**src/hdl/dlmd_pkg.sv**
```systemverilog
// Shared types and constants for the distance limited motor drive.
// Used by every module of the block; depends on nothing else.
`timescale 1ns / 1ps
`default_nettype none

package dlmd_pkg;

  // Drive geometry and fixed output levels.
  localparam logic [7:0] MOTOR_STEPS  = 8'd10;
  localparam logic [7:0] STEER_STEPS  = 8'd10;
  localparam logic [7:0] SERVO_MIDDLE = 8'd90;
  localparam logic [7:0] SERVO_MIN    = 8'd45;
  localparam logic [7:0] SERVO_MAX    = 8'd135;
  localparam logic [7:0] LIGHT_DUTY   = 8'd128;

  // Register reset values.
  localparam logic [7:0]  DIST_LOWER_RST     = 8'd20;
  localparam logic [7:0]  DIST_UPPER_RST     = 8'd80;
  localparam logic [15:0] LIMIT_SLOPE_RST    = 16'd3;
  localparam logic [15:0] LIMIT_OFFSET_RST   = 16'd0;
  localparam logic [15:0] SPEED_PER_STEP_RST = 16'd2560;
  localparam logic [7:0]  START_DUTY_RST     = 8'd100;
  localparam logic [7:0]  MAX_DUTY_RST       = 8'd255;
  localparam logic [15:0] STEER_PER_STEP_RST = 16'd2048;

  // Stream word widths.
  localparam int IN_DATA_W  = 40;
  localparam int OUT_DATA_W = 32;
  localparam int CFG_IDX_W  = 3;
  localparam int CFG_DATA_W = 16;

  // Queue between front and back.
  localparam int QUEUE_DEPTH = 2;
  localparam int QUEUE_AW    = 1;

  typedef enum logic [CFG_IDX_W-1:0] {
    REG_DIST_LOWER     = 3'd0,
    REG_DIST_UPPER     = 3'd1,
    REG_LIMIT_SLOPE    = 3'd2,
    REG_LIMIT_OFFSET   = 3'd3,
    REG_SPEED_PER_STEP = 3'd4,
    REG_START_DUTY     = 3'd5,
    REG_MAX_DUTY       = 3'd6,
    REG_STEER_PER_STEP = 3'd7
  } cfg_reg_t;

  typedef enum logic {
    KIND_DIST  = 1'b0,
    KIND_DRIVE = 1'b1
  } item_kind_t;

  typedef struct packed {
    logic [7:0]         dist_lower;
    logic [7:0]         dist_upper;
    logic signed [15:0] limit_slope;
    logic signed [15:0] limit_offset;
    logic [15:0]        speed_per_step;
    logic [7:0]         start_duty;
    logic [7:0]         max_duty;
    logic [15:0]        steer_per_step;
  } cfg_t;

  // One classified word as it travels through the queue. The steering
  // step is already forced to zero when it lies outside -STEER_STEPS to STEER_STEPS.
  typedef struct packed {
    item_kind_t        kind;
    logic [7:0]        dist_front;
    logic [7:0]        dist_back;
    logic              direction;
    logic signed [7:0] speed_step;
    logic signed [7:0] steer_step;
    logic              light_on;
    logic              failsafe_on;
  } word_t;

  typedef struct packed {
    logic [7:0] light_duty;
    logic [7:0] servo_angle;
    logic       stopped;
    logic       drive_rev;
    logic       drive_fwd;
    logic [7:0] motor_duty;
  } result_t;

endpackage

`default_nettype wire

```
**src/hdl/distance_limited_motor_drive.sv**
```systemverilog
// Top level of the distance limited motor drive: register file, front,
// queue and back parts. Depends on dlmd_pkg, dlmd_front, dlmd_queue and dlmd_back.
//
// A word with tuser 0 carries front and back range readings and updates
// the per-side step limit and duty-per-step scale; it gives no output word.
// A word with tuser 1 is a drive command and gives exactly one output word
// with the motor duty, bridge pins, stop flag, servo angle and light duty.
// The back sequencer steps through fetch, multiply, then scale update or
// result for each word and takes no new word until it is back in idle; the
// front register and the two-entry queue keep accepting words while a
// result waits on the output, until the queue is full. Registers are
// written through cfg_we/cfg_index/cfg_data and should only change while
// the block is idle.
`timescale 1ns / 1ps
`default_nettype none

module distance_limited_motor_drive
  import dlmd_pkg::*;
(
  input  wire logic                  clk,
  input  wire logic                  rst,
  input  wire logic                  s_axis_tvalid,
  output logic                       s_axis_tready,
  // dist_front[7:0], dist_back[15:8], direction[16], speed_step[24:17],
  // steer_step[32:25], light_on[33], failsafe_on[34], zero fill above
  input  wire logic [IN_DATA_W-1:0]  s_axis_tdata,
  // command[0]
  input  wire logic                  s_axis_tuser,
  output logic                       m_axis_tvalid,
  input  wire logic                  m_axis_tready,
  // motor_duty[7:0], drive_fwd[8], drive_rev[9], stopped[10],
  // servo_angle[18:11], light_duty[26:19], zero fill above
  output logic [OUT_DATA_W-1:0]      m_axis_tdata,
  input  wire logic                  cfg_we,
  input  wire logic [CFG_IDX_W-1:0]  cfg_index,
  input  wire logic [CFG_DATA_W-1:0] cfg_data
);

  cfg_t    cfg;
  word_t   front_word;
  logic    front_valid;
  logic    front_ready;
  word_t   back_word;
  logic    back_valid;
  logic    back_ready;
  result_t result;

  always_ff @(posedge clk) begin
    if (rst) begin
      cfg.dist_lower     <= DIST_LOWER_RST;
      cfg.dist_upper     <= DIST_UPPER_RST;
      cfg.limit_slope    <= $signed(LIMIT_SLOPE_RST);
      cfg.limit_offset   <= $signed(LIMIT_OFFSET_RST);
      cfg.speed_per_step <= SPEED_PER_STEP_RST;
      cfg.start_duty     <= START_DUTY_RST;
      cfg.max_duty       <= MAX_DUTY_RST;
      cfg.steer_per_step <= STEER_PER_STEP_RST;
    end else if (cfg_we) begin
      case (cfg_reg_t'(cfg_index))
        REG_DIST_LOWER:     cfg.dist_lower     <= cfg_data[7:0];
        REG_DIST_UPPER:     cfg.dist_upper     <= cfg_data[7:0];
        REG_LIMIT_SLOPE:    cfg.limit_slope    <= $signed(cfg_data);
        REG_LIMIT_OFFSET:   cfg.limit_offset   <= $signed(cfg_data);
        REG_SPEED_PER_STEP: cfg.speed_per_step <= cfg_data;
        REG_START_DUTY:     cfg.start_duty     <= cfg_data[7:0];
        REG_MAX_DUTY:       cfg.max_duty       <= cfg_data[7:0];
        REG_STEER_PER_STEP: cfg.steer_per_step <= cfg_data;
        default: begin
        end
      endcase
    end
  end

  dlmd_front u_front (
    .clk       (clk),
    .rst       (rst),
    .in_valid  (s_axis_tvalid),
    .in_ready  (s_axis_tready),
    .in_data   (s_axis_tdata),
    .in_kind   (s_axis_tuser),
    .out_valid (front_valid),
    .out_ready (front_ready),
    .out_word  (front_word)
  );

  dlmd_queue u_queue (
    .clk        (clk),
    .rst        (rst),
    .push_valid (front_valid),
    .push_ready (front_ready),
    .push_word  (front_word),
    .pop_valid  (back_valid),
    .pop_ready  (back_ready),
    .pop_word   (back_word)
  );

  dlmd_back u_back (
    .clk        (clk),
    .rst        (rst),
    .cfg        (cfg),
    .in_valid   (back_valid),
    .in_ready   (back_ready),
    .in_word    (back_word),
    .out_valid  (m_axis_tvalid),
    .out_ready  (m_axis_tready),
    .out_result (result)
  );

  assign m_axis_tdata = {5'd0, result};

endmodule

`default_nettype wire

```
**src/hdl/dlmd_front.sv**
```systemverilog
// Input side: accepts stream words, unpacks and classifies them.
// Depends on dlmd_pkg; feeds dlmd_queue.
`timescale 1ns / 1ps
`default_nettype none

module dlmd_front
  import dlmd_pkg::*;
(
  input  wire logic                 clk,
  input  wire logic                 rst,
  input  wire logic                 in_valid,
  output logic                      in_ready,
  input  wire logic [IN_DATA_W-1:0] in_data,
  input  wire logic                 in_kind,
  output logic                      out_valid,
  input  wire logic                 out_ready,
  output word_t                     out_word
);

  word_t             held;
  logic              held_valid;
  word_t             decoded;
  logic signed [7:0] steer_raw;
  logic signed [7:0] steer_lim;
  logic              steer_ok;

  assign steer_raw = $signed(in_data[32:25]);
  assign steer_lim = $signed(STEER_STEPS);
  assign steer_ok  = (steer_raw <= steer_lim) && (steer_raw >= -steer_lim);

  always_comb begin
    decoded.kind        = item_kind_t'(in_kind);
    decoded.dist_front  = in_data[7:0];
    decoded.dist_back   = in_data[15:8];
    decoded.direction   = in_data[16];
    decoded.speed_step  = $signed(in_data[24:17]);
    decoded.steer_step  = steer_ok ? steer_raw : 8'sd0;
    decoded.light_on    = in_data[33];
    decoded.failsafe_on = in_data[34];
  end

  assign in_ready  = !held_valid || out_ready;
  assign out_valid = held_valid;
  assign out_word  = held;

  always_ff @(posedge clk) begin
    if (rst) begin
      held_valid <= 1'b0;
    end else if (in_valid && in_ready) begin
      held_valid <= 1'b1;
    end else if (out_ready) begin
      held_valid <= 1'b0;
    end
  end

  always_ff @(posedge clk) begin
    if (in_valid && in_ready) begin
      held <= decoded;
    end
  end

endmodule

`default_nettype wire

```
**src/hdl/dlmd_queue.sv**
```systemverilog
// Two-entry queue of classified words between the front and back parts.
// Depends on dlmd_pkg.
`timescale 1ns / 1ps
`default_nettype none

module dlmd_queue
  import dlmd_pkg::*;
(
  input  wire logic  clk,
  input  wire logic  rst,
  input  wire logic  push_valid,
  output logic       push_ready,
  input  wire word_t push_word,
  output logic       pop_valid,
  input  wire logic  pop_ready,
  output word_t      pop_word
);

  word_t               mem [QUEUE_DEPTH];
  logic [QUEUE_AW-1:0] wr_ptr;
  logic [QUEUE_AW-1:0] rd_ptr;
  logic [QUEUE_AW:0]   count;
  logic                do_push;
  logic                do_pop;

  assign push_ready = count != (QUEUE_AW+1)'(QUEUE_DEPTH);
  assign pop_valid  = count != '0;
  assign pop_word   = mem[rd_ptr];
  assign do_push    = push_valid && push_ready;
  assign do_pop     = pop_valid && pop_ready;

  always_ff @(posedge clk) begin
    if (rst) begin
      wr_ptr <= '0;
      rd_ptr <= '0;
      count  <= '0;
    end else begin
      if (do_push) begin
        wr_ptr <= wr_ptr + 1'b1;
      end
      if (do_pop) begin
        rd_ptr <= rd_ptr + 1'b1;
      end
      if (do_push && !do_pop) begin
        count <= count + 1'b1;
      end else if (do_pop && !do_push) begin
        count <= count - 1'b1;
      end
    end
  end

  always_ff @(posedge clk) begin
    if (do_push) begin
      mem[wr_ptr] <= push_word;
    end
  end

endmodule

`default_nettype wire

```
**src/hdl/dlmd_back.sv**
```systemverilog
// Execution side: updates the per-side limits from range readings and
// turns drive words into motor, servo and light settings.
// Depends on dlmd_pkg; takes words from dlmd_queue.
`timescale 1ns / 1ps
`default_nettype none

module dlmd_back
  import dlmd_pkg::*;
(
  input  wire logic  clk,
  input  wire logic  rst,
  input  wire cfg_t  cfg,
  input  wire logic  in_valid,
  output logic       in_ready,
  input  wire word_t in_word,
  output logic       out_valid,
  input  wire logic  out_ready,
  output result_t    out_result
);

  typedef enum logic [3:0] {
    ST_IDLE  = 4'b0001,
    ST_MUL   = 4'b0010,
    ST_SCALE = 4'b0100,
    ST_OUT   = 4'b1000
  } state_t;

  state_t  state;
  word_t   cur;
  result_t res;
  logic    res_valid;

  logic [7:0]  front_step_limit;
  logic [7:0]  back_step_limit;
  logic [15:0] front_speed_scale;
  logic [15:0] back_speed_scale;

  // Products held between the multiply cycle and the scale or output cycle.
  logic signed [25:0] f_front;
  logic signed [25:0] f_back;
  logic               close_front;
  logic               far_front;
  logic               close_back;
  logic               far_back;
  logic [22:0]        duty_prod;
  logic               step_ok;
  logic signed [25:0] steer_prod;

  // Multiply cycle, distance words.
  logic signed [25:0] f_front_next;
  logic signed [25:0] f_back_next;

  assign f_front_next = $signed({1'b0, cur.dist_front}) * $signed(cfg.limit_slope)
                        + $signed(cfg.limit_offset);
  assign f_back_next  = $signed({1'b0, cur.dist_back}) * $signed(cfg.limit_slope)
                        + $signed(cfg.limit_offset);

  // Multiply cycle, drive words.
  logic [7:0]        lim_sel;
  logic [15:0]       scale_sel;
  logic signed [8:0] step_req;
  logic signed [8:0] step_eff;
  logic              step_ok_next;

  always_comb begin
    lim_sel  = cur.direction ? back_step_limit : front_step_limit;
    step_req = $signed({cur.speed_step[7], cur.speed_step});
    step_eff = step_req;
    scale_sel = cfg.speed_per_step;
    if (cur.failsafe_on) begin
      if ($signed({1'b0, lim_sel}) < step_req) begin
        step_eff = $signed({1'b0, lim_sel});
      end
      scale_sel = cur.direction ? back_speed_scale : front_speed_scale;
    end
    step_ok_next = (step_eff >= 9'sd1) && (step_eff <= $signed({1'b0, MOTOR_STEPS}));
  end

  // Scale cycle: duty per step inside the limited band, rounded and saturated.
  logic [39:0] sprod_front;
  logic [39:0] sprod_back;
  logic [15:0] scale_front_next;
  logic [15:0] scale_back_next;

  assign sprod_front = {24'd0, cfg.speed_per_step} * {17'd0, f_front[22:0]} + 40'd128;
  assign sprod_back  = {24'd0, cfg.speed_per_step} * {17'd0, f_back[22:0]} + 40'd128;

  always_comb begin
    if (close_front || far_front) begin
      scale_front_next = cfg.speed_per_step;
    end else if (f_front <= 26'sd0) begin
      scale_front_next = 16'd0;
    end else if (sprod_front[39:24] != 16'd0) begin
      scale_front_next = 16'hFFFF;
    end else begin
      scale_front_next = sprod_front[23:8];
    end
    if (close_back || far_back) begin
      scale_back_next = cfg.speed_per_step;
    end else if (f_back <= 26'sd0) begin
      scale_back_next = 16'd0;
    end else if (sprod_back[39:24] != 16'd0) begin
      scale_back_next = 16'hFFFF;
    end else begin
      scale_back_next = sprod_back[23:8];
    end
  end

  // Output cycle: motor duty and servo angle.
  logic [23:0]        duty_round;
  logic [16:0]        duty_sum;
  logic               running;
  logic signed [25:0] steer_total;
  logic [25:0]        steer_mag;
  logic [25:0]        mag_round;
  logic signed [18:0] angle_full;
  logic signed [18:0] angle_clamp;
  result_t            res_next;

  always_comb begin
    duty_round  = {1'b0, duty_prod} + 24'd128;
    duty_sum    = {9'd0, cfg.start_duty} + {1'b0, duty_round[23:8]};
    running     = step_ok && (duty_sum <= {9'd0, cfg.max_duty});

    steer_total = steer_prod + $signed({10'd0, SERVO_MIDDLE, 8'd0});
    steer_mag   = steer_total[25] ? 26'(-steer_total) : steer_total;
    mag_round   = steer_mag + 26'd128;
    angle_full  = steer_total[25] ? -$signed({1'b0, mag_round[25:8]})
                                  : $signed({1'b0, mag_round[25:8]});
    angle_clamp = angle_full;
    if (angle_clamp > $signed({11'd0, SERVO_MAX})) begin
      angle_clamp = $signed({11'd0, SERVO_MAX});
    end
    if (angle_clamp < $signed({11'd0, SERVO_MIN})) begin
      angle_clamp = $signed({11'd0, SERVO_MIN});
    end

    res_next.motor_duty  = running ? duty_sum[7:0] : 8'd0;
    res_next.drive_fwd   = running && !cur.direction;
    res_next.drive_rev   = running && cur.direction;
    res_next.stopped     = !running;
    res_next.servo_angle = angle_clamp[7:0];
    res_next.light_duty  = cur.light_on ? LIGHT_DUTY : 8'd0;
  end

  logic res_load;

  assign res_load   = (state == ST_OUT) && (!res_valid || out_ready);
  assign in_ready   = state == ST_IDLE;
  assign out_valid  = res_valid;
  assign out_result = res;

  always_ff @(posedge clk) begin
    if (rst) begin
      state             <= ST_IDLE;
      res_valid         <= 1'b0;
      front_step_limit  <= MOTOR_STEPS;
      back_step_limit   <= MOTOR_STEPS;
      front_speed_scale <= SPEED_PER_STEP_RST;
      back_speed_scale  <= SPEED_PER_STEP_RST;
    end else begin
      if (res_load) begin
        res_valid <= 1'b1;
      end else if (out_ready) begin
        res_valid <= 1'b0;
      end
      case (state)
        ST_IDLE: begin
          if (in_valid) begin
            state <= ST_MUL;
          end
        end
        ST_MUL: begin
          state <= (cur.kind == KIND_DIST) ? ST_SCALE : ST_OUT;
        end
        ST_SCALE: begin
          front_step_limit  <= close_front ? 8'd0 : MOTOR_STEPS;
          back_step_limit   <= close_back ? 8'd0 : MOTOR_STEPS;
          front_speed_scale <= scale_front_next;
          back_speed_scale  <= scale_back_next;
          state             <= ST_IDLE;
        end
        ST_OUT: begin
          if (res_load) begin
            state <= ST_IDLE;
          end
        end
        default: begin
          state <= ST_IDLE;
        end
      endcase
    end
  end

  always_ff @(posedge clk) begin
    if ((state == ST_IDLE) && in_valid) begin
      cur <= in_word;
    end
    if (state == ST_MUL) begin
      f_front     <= f_front_next;
      f_back      <= f_back_next;
      close_front <= cur.dist_front < cfg.dist_lower;
      far_front   <= cur.dist_front > cfg.dist_upper;
      close_back  <= cur.dist_back < cfg.dist_lower;
      far_back    <= cur.dist_back > cfg.dist_upper;
      step_ok     <= step_ok_next;
      duty_prod   <= {16'd0, step_eff[6:0]} * {7'd0, scale_sel};
      steer_prod  <= $signed(cur.steer_step) * $signed({1'b0, cfg.steer_per_step});
    end
    if (res_load) begin
      res <= res_next;
    end
  end

endmodule

`default_nettype wire

```
**config.mk**
```make
export PLATFORM = sky130hd
export DESIGN_NAME = distance_limited_motor_drive
export DESIGN_NICKNAME = d
export VERILOG_FILES = /design/src/hdl/dlmd_pkg.sv /design/src/hdl/distance_limited_motor_drive.sv /design/src/hdl/dlmd_front.sv /design/src/hdl/dlmd_queue.sv /design/src/hdl/dlmd_back.sv
export SDC_FILE = /design/constraint.sdc
export NUM_CORES = 2
export LEC_CHECK = 0
export BUFFER_PORTS_ARGS = -buffer_cell sky130_fd_sc_hd__buf_2
export CAP_MARGIN = 25
export CORE_MARGIN = 2
export CORE_UTILIZATION = 45
export CTS_CLUSTER_DIAMETER = 40
export CTS_CLUSTER_SIZE = 14
export DETAILED_ROUTE_END_ITERATION = 6
export GPL_TIMING_DRIVEN = 0
export PLACE_DENSITY = 0.62
export SKIP_LAST_GASP = 1
export SLEW_MARGIN = 20
export SYNTH_ARGS = -nofsm -noshare
export SYNTH_HDL_FRONTEND = slang
export SYNTH_SLANG_ARGS = --single-unit
```
**constraint.sdc**
```tcl
create_clock -name clk -period 14.7 [get_ports clk]
set_input_delay 2.205 -clock clk [delete_from_list [all_inputs] [get_ports clk]]
set_output_delay 2.205 -clock clk [all_outputs]
set_load 0.02 [all_outputs]
```
==> results.tsv <==
metric	value	unit
outcome	finished clean	
drive_gt1_frac	0.0503	
mappedNetlistArea	0.0601	mm2
r2r_cells	28	
synth_edf_count	262	
cts_tree	built	
grt_max_degree	32	
portBuffers	71	
leakagePower	29.8	nW
cts_root_buffer	clkbuf_16	
ant_nets	0	
setup_violations	0	
syn_inst	6392	
final_max_slew_viol_count	0	
finalHoldWorstSlack	0.445	ns
layout.nets	8139	
track_usage	0.243	
crit_path_max_fanout	10	
initial_core_util	0.452	
cts_htree_levels	2	
critPathCaptureType	flip-flop	
post-route-drc-count	0	
clk-insertion-delay-late	0.64	ns
yosys_warnings	0	
criticalPathCategory	reg -> reg	
cpMostUsedCell	fa_1	
clk_path_buf_depth	3	
vias	44400	
timing.fmax	90.6	MHz
die_h	369	um
core	0.133	mm2
pin_count	99	
arrival	11.51	ns
async_flop_share	0	
power	0.00766	W
avgSynthCellArea	9.39	um2
place_hpwl	131	mm
ir_drop	184	uV
min_period	11.04	ns
timing.final.ws_setup	3.66	ns
yosysSeqAreaShare	0.178	
hold_depth	0	
antenna_found_initial	13	
postCtsSetupBuffers	0	
powerDensity	118	mW/mm2
finalCritPeriodShare	0.751	
fin_skew	0.0271	ns
fp-row-count	134	
ys_seq_elements	402	
wl_per_cell	19.2	um
finalHoldViolations	0	
overflow	0	
critPathRequiredTime	15.17	ns
path_clk_slew	0.06	ns
slew_headroom	0.291	
cpPeakStageDelay	0.94	ns
first_pass_iters	7	
cts_resized	0	
grt_setup_unrepaired	false	
cts_buffers	57	
finish.instance_area	0.0649	mm2
die_w	369	um
die_area	0.136	mm2
drtIter0Drc	3106	
grt_pass1_vias	45800	
post_dp_cell_area	0.0629	mm2
grt_pass1_wl	258	mm
ctsHoldBuffers	0	
final_common_cell	inv_1	
syn_to_final_growth	8.16	%
regToRegStartpoint	cfg[33]$_SDFFE_PP0P_	
start_kind	flip-flop	
r2r-end	u_back.back_speed_scale[8]$_SDFFE_PP0N_	
final_cell_mix	inv_1 (1,206), fa_1 (990), nand2_1 (785)	
yosys.cell_types.count	103	
cts_sinks	402	
slowest_stage	a2111oi_0	
pre_cts_ws	3.91	ns
tightest_slew	1.04	ns
hold_path.class	reg -> reg	
place.gp.congestion	0.942	
min_from	u_front.out_word[24]$_DFFE_PP_	
synth_flop_cell	edfxtp_1	
hold_path_end	u_queue.mem[0][24]$_DFFE_PP_	
wirelength	161	mm
r2r_setup_slack	3.66	ns
vias_per_cell	5.30	
drv_cap	0	
-- worst max path at each step --
| stage | from | depth (start not counted) | slack [ns] | end |
|---|---|---|---|---|
| final | cfg[33]$_SDFFE_PP0P_ | 28 | 3.66 | u_back.back_speed_scale[8]$_SDFFE_PP0N_ |
| after global routing | cfg[33]$_SDFFE_PP0P_ | 28 | 3.37 | u_back.back_speed_scale[8]$_SDFFE_PP0N_ |
| after CTS | cfg[33]$_SDFFE_PP0P_ | 28 | 3.81 | u_back.back_speed_scale[8]$_SDFFE_PP0N_ |
| after detailed placement | cfg[33]$_SDFFE_PP0P_ | 28 | 3.91 | u_back.back_speed_scale[8]$_SDFFE_PP0N_ |
| after global placement | u_back.state[1]$_SDFFE_PP0P_ | 1 | -1.73 | u_back.steer_prod[21]$_DFFE_PN_ |
| after floorplan | u_back.state[1]$_SDFFE_PP0P_ | 3 | 3.24 | u_back.state[3]$_SDFFE_PP0P_ |
-- Yosys cell counts (46+ instances only) --
library cell,instances,share of area
ha_1,527,0.11
nor3_1,63,0.0053
nand2b_1,49,0.0051
xnor2_1,125,0.018
xor2_1,46,0.0067
dfxtp_1,140,0.047
fa_1,990,0.33
clkbuf_1,242,0.015
o21ai_0,99,0.0083
a21o_1,48,0.0060
and2_1,681,0.071
nor2_1,212,0.013
nand2_1,785,0.049
a21oi_1,242,0.020
edfxtp_1,262,0.13
inv_1,1207,0.075
-- state kept, by name (all words and copies together) (netlist names), 2 cells and up --
name / count
cfg: 96
u_back.back_speed_scale: 16
u_back.cur: 36
u_back.duty_prod: 16
u_back.f_back: 26
u_back.f_front: 26
u_back.front_speed_scale: 16
u_back.out_result: 20
u_back.state: 4
u_back.steer_prod: 25
u_front.out_word: 36
u_queue.count: 2
u_queue.mem: 72
-- worst max-delay path: cells and delay by family, from the launching register on --
kind | cells | cell delay [ns]
AOI/OAI and AO/OA | 11 | 4.51
adders and majority gates | 7 | 3.44
buffers and inverters | 8 | 1.98
DFF | 1 | 0.59
and+or+nand+nor | 2 | 0.33
-- per-stage QoR --
| step | util | std cells | TNS (ns) |
|---|---|---|---|
| 2_1_floorplan | - | 6403 | 0 |
| 3_3_place_gp | 0.471 | 8242 | -170.10 |
| 3_5_place_dp | 0.473 | 8266 | 0 |
| 4_1_cts | 0.488 | 8374 | 0 |
| 5_1_grt | 0.489 | 8378 | 0 |
| 6_report | 0.489 | 8378 | 0 |
-- per-layer routing --
layer  wire length [um]  vias up  GRT usage
met5                 34        -          0
met4               5670        6     0.0759
met3              10100      232     0.0306
met2              75000     1350      0.395
met1              70400    22500      0.339
li1                   -    20400          -
-- kinds of logic (layout without fill, tap and decap cells) --
group | count (synthesis) | count (layout) | share of synthesized area
adders and majority gates | 1517 | 1517 | 0.440
other | 1 | 16 | 0.0000624
muxes | 71 | 71 | 0.0127
buffers and inverters | 1484 | 1687 | 0.0941
and+or+nand+nor | 2078 | 2078 | 0.176
AOI/OAI and AO/OA | 664 | 664 | 0.0735
xor gates and xnor gates | 175 | 175 | 0.0262
DFF | 402 | 402 | 0.178
-- report_power, final --
part / switching [W] / leakage [nW] / internal, W
logic: 0.00271 / 25.3 / 0.00188
registers: 0.000172 / 3.56 / 0.00149
clock network: 0.000599 / 0.941 / 0.000813
total: 0.00348 / 29.8 / 0.00418
-- layout make-up --
type | count | area, um2
Clock buffer | 60 | 1440
Sequential cell | 402 | 10700
Tap cell | 1768 | 2210
Multi-Input combinational cell | 4517 | 43800
Buffer | 277 | 1120
Antenna cell | 4 | 10.0
Clock inverter | 48 | 549
Fill cell | 12700 | 68000
Timing Repair Buffer | 95 | 598
Inverter | 1207 | 4530
(Power assumes the default switching activity.)
